## config.mk

```make
export PLATFORM = sky130hd
export DESIGN_NAME = nsrg_chain
export DESIGN_NICKNAME = d
export VERILOG_FILES = /design/src/sv/nsrg_pkg.sv /design/src/sv/nsrg_cell.sv /design/src/sv/nsrg_chain.sv
export SDC_FILE = /design/constraint.sdc
export NUM_CORES = 2
export LEC_CHECK = 0
export BUFFER_PORTS_ARGS = -buffer_cell sky130_fd_sc_hd__buf_2
export CORE_MARGIN = 10
export CORE_UTILIZATION = 31
export CTS_CLUSTER_DIAMETER = 200
export DETAILED_ROUTE_END_ITERATION = 12
export HOLD_SLACK_MARGIN = 0.02
export SETUP_SLACK_MARGIN = 0.05
export SLEW_MARGIN = 5
export SYNTH_ARGS = -nofsm -noshare
export SYNTH_HDL_FRONTEND = slang
export SYNTH_SLANG_ARGS = --single-unit
```

## constraint.sdc

```tcl
create_clock -name clk -period 5.65 [get_ports clk]
set_input_delay 1.13 -clock clk [delete_from_list [all_inputs] [get_ports clk]]
set_output_delay 1.13 -clock clk [all_outputs]
set_load 0.1 [all_outputs]
```

## src/sv/nsrg_pkg.sv

```systemverilog
// ---------------------------------------------------------------------------
// nsrg_pkg
// shared types and constants of the natural selection run generator
// ---------------------------------------------------------------------------
`default_nettype none

package nsrg_pkg;

    localparam int SLOTS_DEF  = 16;
    localparam int KEY_W      = 32;
    localparam int TAG_W      = 16;
    localparam int RUN_W      = 16;
    localparam int CFG_W      = 5;
    localparam int CNT_W      = 6;
    localparam int FILL_W     = 5;
    localparam int ACTIVE_RST = 16;

    typedef struct packed {
        logic                    func;
        logic signed [KEY_W-1:0] key;
        logic [TAG_W-1:0]        tag;
    } item_t;

    typedef struct packed {
        logic signed [KEY_W-1:0] out_key;
        logic [TAG_W-1:0]        out_tag;
        logic [RUN_W-1:0]        run_index;
        logic                    run_last;
        logic                    last;
    } result_t;

    typedef logic [CFG_W-1:0] cfg_word_t;

    typedef struct packed {
        logic ins;
        logic pop;
    } chain_op_t;

    typedef enum logic [2:0] {
        S_IDLE,
        S_DISPATCH,
        S_EMIT,
        S_FLUSH_RES,
        S_SWAP_RD,
        S_SWAP_INS,
        S_FLUSH_END,
        S_FLUSH_TAIL
    } state_t;

endpackage

`default_nettype wire

```

## src/sv/nsrg_cell.sv

```systemverilog
// ---------------------------------------------------------------------------
// nsrg_cell
// one entry of the sorted chain: insert shifts down, pop shifts up
// ---------------------------------------------------------------------------
`default_nettype none

module nsrg_cell
    import nsrg_pkg::*;
#(
    parameter int SLOT_W = 4,
    localparam int ENT_W = 1 + KEY_W + TAG_W + SLOT_W
)(
    input  wire logic             clk,
    input  wire logic             rst_n,
    input  wire chain_op_t        op,
    input  wire logic [ENT_W-1:0] new_ent,
    input  wire logic [ENT_W-1:0] prev_ent,
    input  wire logic             prev_lt,
    input  wire logic [ENT_W-1:0] next_ent,
    output logic [ENT_W-1:0]      cur_ent,
    output logic                  lt
);

    typedef struct packed {
        logic                    v;
        logic signed [KEY_W-1:0] key;
        logic [TAG_W-1:0]        tag;
        logic [SLOT_W-1:0]       slot;
    } ent_t;

    ent_t n;
    ent_t c;
    ent_t nx;
    logic valid_reg;
    logic [ENT_W-2:0] data_reg;

    assign n       = ent_t'(new_ent);
    assign c       = ent_t'({valid_reg, data_reg});
    assign cur_ent = {valid_reg, data_reg};

    // order is key first, slot number breaks ties
    assign lt = !c.v || (n.key < c.key) || ((n.key == c.key) && (n.slot < c.slot));

    always_comb
    begin
        nx = c;
        if (op.pop)
        begin
            nx = ent_t'(next_ent);
        end
        else if (op.ins)
        begin
            if (prev_lt)
            begin
                nx = ent_t'(prev_ent);
            end
            else if (lt)
            begin
                nx = n;
            end
        end
    end

    always_ff @(posedge clk or negedge rst_n)
    begin
        if (!rst_n)
        begin
            valid_reg <= 1'b0;
        end
        else
        begin
            valid_reg <= nx.v;
        end
    end

    always_ff @(posedge clk)
    begin
        data_reg <= nx[ENT_W-2:0];
    end

endmodule

`default_nettype wire

```

## src/sv/nsrg_chain.sv

```systemverilog
// ---------------------------------------------------------------------------
// nsrg_chain
// row of cells kept in ascending order, minimum always in the head cell
// ---------------------------------------------------------------------------
`default_nettype none

module nsrg_chain
    import nsrg_pkg::*;
#(
    parameter int SLOTS  = SLOTS_DEF,
    parameter int SLOT_W = 4,
    localparam int ENT_W = 1 + KEY_W + TAG_W + SLOT_W
)(
    input  wire logic             clk,
    input  wire logic             rst_n,
    input  wire chain_op_t        op,
    input  wire logic [ENT_W-1:0] new_ent,
    output logic [ENT_W-1:0]      head,
    output logic                  second_v
);

    logic [ENT_W-1:0] ent [SLOTS];
    logic             lt  [SLOTS];

    for (genvar i = 0; i < SLOTS; i++)
    begin : g_cell
        logic [ENT_W-1:0] prev_e;
        logic [ENT_W-1:0] next_e;
        logic             prev_l;

        if (i == 0)
        begin : g_first
            assign prev_e = '0;
            assign prev_l = 1'b0;
        end
        else
        begin : g_mid
            assign prev_e = ent[i-1];
            assign prev_l = lt[i-1];
        end

        if (i == SLOTS - 1)
        begin : g_end
            assign next_e = '0;
        end
        else
        begin : g_inner
            assign next_e = ent[i+1];
        end

        nsrg_cell #(
            .SLOT_W (SLOT_W)
        ) u_cell (
            .clk      (clk),
            .rst_n    (rst_n),
            .op       (op),
            .new_ent  (new_ent),
            .prev_ent (prev_e),
            .prev_lt  (prev_l),
            .next_ent (next_e),
            .cur_ent  (ent[i]),
            .lt       (lt[i])
        );
    end

    assign head     = ent[0];
    assign second_v = ent[1][ENT_W-1];

endmodule

`default_nettype wire

```

==> flow_metrics.env <==
export IMPL_grt_overflow=0
export IMPL_drtIter0Drc=4286
export IMPL_syn_area_um2=56800
export IMPL_synth_edf_count=780
export IMPL_hold_buffers=0
export IMPL_rows=157
export IMPL_worstPathMaxFanout=16
export IMPL_fmax_mhz=198
export IMPL_power_switching_share=0.362
export IMPL_wl_per_cell_um=21.8
export IMPL_syn_nets=6393
export IMPL_endpoint_kind="register"
export IMPL_dieArea_um2=201000
export IMPL_grt_usage=0.174
export IMPL_synth_seq_area_share=0.438
export IMPL_cp_data_required_time_ps=6040
export IMPL_p_leak_nw=28.5
export IMPL_grt_max_degree=224
export IMPL_drive_gt1_frac=0.107
export IMPL_grt_pass1_wl_um=274000
export IMPL_maxCapViolCount=0
export IMPL_start_util=0.311
export IMPL_clkLatencyLatePin_ps=770
export IMPL_post_synth_num_cell_types=73
export IMPL_rsz0062_at_grt="no"
export IMPL_crit_chain="buf_2 -> buf_4 -> ha_1 -> nand4_1 -> buf_4 -> nor2_1 -> a22oi_1 -> o211ai_1 -> a221oi_1 -> xor2_1 -> buf_4 -> nand3_4 -> o21ai_0 -> nand2b_4 -> buf_4"
export IMPL_gp_congestion=0.907
export IMPL_arrival_ps=5450
export IMPL_antenna_found_initial=13
export IMPL_cts_root_buffer_cell="clkbuf_16"
export IMPL_cp_slowest_cell="a221oi_1"
export IMPL_syn_avg_cell_area_um2=9.83
export IMPL_power_frac_comb=0.324
export IMPL_slowest_delay_ps=1010
export IMPL_cts_max_level=3
export IMPL_seq_power_share=0.402
export IMPL_clk_pin_slew_ps=60
export IMPL_routed_wl_um=181000
export IMPL_yosys_warnings=0
export IMPL_io_pins=111
export IMPL_clkPwrFrac=0.274
export IMPL_first_pass_iters=6
export IMPL_cts_resized=0
export IMPL_slew_headroom=0.168
export IMPL_max_slew_worst_pin_slew_ps=1240
export IMPL_dp_cells=8121
export IMPL_cts_num_sinks=848
export IMPL_synth_cells=5776
export IMPL_p_sw_mw=8.55
export IMPL_drc=0
export IMPL_post_dp_hpwl_um=131000
export IMPL_cp_start_kind="input port"
export IMPL_p_int_mw=15.0
export IMPL_setup_violations=0
export IMPL_instances_no_fill=8306
export IMPL_min_path_type="input port to asynchronous set/reset pin"
export IMPL_synth_flop_cell="edfxtp_1"
export IMPL_largest_reg_flops=832
export IMPL_finalMaxSlewViolations=0
export IMPL_num_vias=44660
export IMPL_tns_ps=0
export IMPL_period_share=0.895
export IMPL_fp_dieW_um=448
export IMPL_numPortBuffers=110
export IMPL_dieHeight_um=448
export IMPL_grt_pass1_vias=43849
export IMPL_cp_common_cell="buf_4"
export IMPL_layout_nets=6453
export IMPL_cts_buffer_depth=3
export IMPL_routed_via_density=5.38
export IMPL_vdd_drop_max_mv=0.283
export IMPL_path_class="input port to register"
export IMPL_powerDensity_nw_per_um2=366
export IMPL_ys_ff_latch=848
export IMPL_syn_to_final_growth_pct=13.5
export IMPL_post_cts_buffers=0
export IMPL_period_needed_ps=5060
export IMPL_drtAntennaViolNets=0
export IMPL_coreArea_um2=183000
export IMPL_ys_async_sr_fraction=0.0189
export IMPL_cts_buffers=98
export IMPL_finClkSkew_ps=58.6
export IMPL_cts_tree="done"
export IMPL_status="finished, final reports clean"
export IMPL_hold_viol_final=0
[synth_stat cells (4+ instances only)]
library cell	count	share of area
o21a_1	13	0.0017
nor2b_1	92	0.010
o21ai_0	612	0.054
a211oi_2	40	0.0088
a211oi_1	23	0.0030
dfxtp_1	52	0.018
buf_6	8	0.0016
inv_1	565	0.037
nand3b_1	7	0.00093
or2_2	8	0.00088
a21oi_1	520	0.046
nor3b_1	15	0.0020
edfxtp_1	780	0.41
nor2_1	101	0.0067
nor4_1	13	0.0014
nand3_1	37	0.0033
nor3_1	28	0.0025
or4_1	5	0.00066
o21ai_1	13	0.0011
o31ai_1	5	0.00066
buf_4	9	0.0012
nand2_1	759	0.050
nand4_1	114	0.013
buf_1	15	0.00099
a221oi_1	13	0.0020
a221o_1	11	0.0019
a211o_1	5	0.00077
mux2_2	85	0.017
ha_1	560	0.12
xor2_1	4	0.00062
buf_2	60	0.0053
and4_1	12	0.0019
mux2i_1	538	0.095
a31oi_1	4	0.00044
xnor2_1	4	0.00062
nand2b_1	30	0.0033
a22oi_1	140	0.019
a21o_1	116	0.015
clkbuf_1	274	0.018
dfrtp_1	16	0.0071
o211ai_1	20	0.0026
[power groups by stage]
stage	logic, mW	clock network (mW)	registers (mW)
floorplan	4.74	0	9.68
global placement	7.35	0	9.58
detailed placement	7.56	0	9.59
CTS	7.60	6.57	9.48
global route	8.44	6.79	9.65
finish	7.64	6.46	9.48
[metrics by stage]
step	power (mW)	setup slack, ps	hold slack [ps]	area (um2)	util
after floorplan	14.4	659	478	56800	-
after global placement	16.9	10.1	486	61200	0.335
after detailed placement	17.2	31.5	493	61300	0.335
after CTS	23.7	784	259	64400	0.353
after global routing	24.9	696	303	64400	0.353
final	23.6	593	297	64400	0.353
[path summary, 6_finish.rpt]
path                                          startpoint                       endpoint  slack, ps  cells after the start
setup / recovery                             new_ent[50]  g_cell[1].u_cell.data_reg[38]        590                     15
hold / removal                                     rst_n     g_cell[8].u_cell.valid_reg        300                      1
setup reg to reg           g_cell[0].u_cell.data_reg[43]  g_cell[1].u_cell.data_reg[31]        730                     13
hold reg to reg            g_cell[15].u_cell.data_reg[5]  g_cell[15].u_cell.data_reg[5]        500                      2
max in group asynchronous                          rst_n     g_cell[0].u_cell.valid_reg       5010                      1
min in group clk           g_cell[15].u_cell.data_reg[5]  g_cell[15].u_cell.data_reg[5]        500                      2
[cell families (layout without fill, tap and decap cells)]
| family | after synthesis | count (layout) | share of synthesized area |
|---|---|---|---|
| adder cells (fa/ha/maj) | 560 | 560 | 0.123 |
| buffers and inverters | 931 | 1073 | 0.0645 |
| AND/OR/NAND/NOR | 1241 | 1241 | 0.0990 |
| AO/OA/AOI/OAI | 1565 | 1565 | 0.162 |
| multiplexers | 623 | 623 | 0.112 |
| XOR/XNOR | 8 | 8 | 0.00123 |
| other | 0 | 3 | 0 |
| flip-flops | 848 | 848 | 0.438 |
[critical path, delay by kind of cell]
kind	cells	cell delay, ps
adders and majority gates	1	290
buffers and inverters	5	1260
AOI/OAI and AO/OA	4	2010
and+or+nand+nor	4	560
xor gates and xnor gates	1	170
[metal layers]
metal / global-route usage / vias to the layer above / share of wire
met2: 0.270 / 1413 / 0.44
met1: 0.240 / 21947 / 0.45
met4: 0.0766 / 4 / 0.046
li1: - / 21001 / -
met5: 0 / - / 0.00012
met3: 0.0278 / 295 / 0.064
[placed cells by master (no fill, tap or decap), types with 12 or more instances in the layout]
master,instances
o21a_1,13
nand2b_1,25
o211ai_1,20
buf_12,53
a21oi_1,520
inv_1,565
clkinv_2,15
nor3_1,28
edfxtp_1,780
clkbuf_16,100
o21ai_1,13
buf_4,163
a211oi_1,23
and4_1,12
buf_2,109
a211oi_2,40
nand4_1,114
a21o_1,112
mux2_2,85
a221oi_1,13
mux2i_1,536
nand2_1,757
nand3_1,33
nor3b_1,14
o21ai_0,612
dfxtp_1,52
ha_1,560
a22oi_1,140
dfrtp_1,16
nor2b_1,92
clkbuf_1,35
nor2_1,98
[layout make-up]
class | count | area (um2)
diodes | 3 | 7.51
clock buffers | 143 | 2740
clock inverters | 39 | 430
fillers | 18422 | 118000
inverters | 565 | 2120
multi-input cells | 3997 | 28400
flip-flops and latches | 848 | 24900
well taps | 2385 | 2980
repair buffers | 326 | 2850
(Power assumes the default switching activity.)
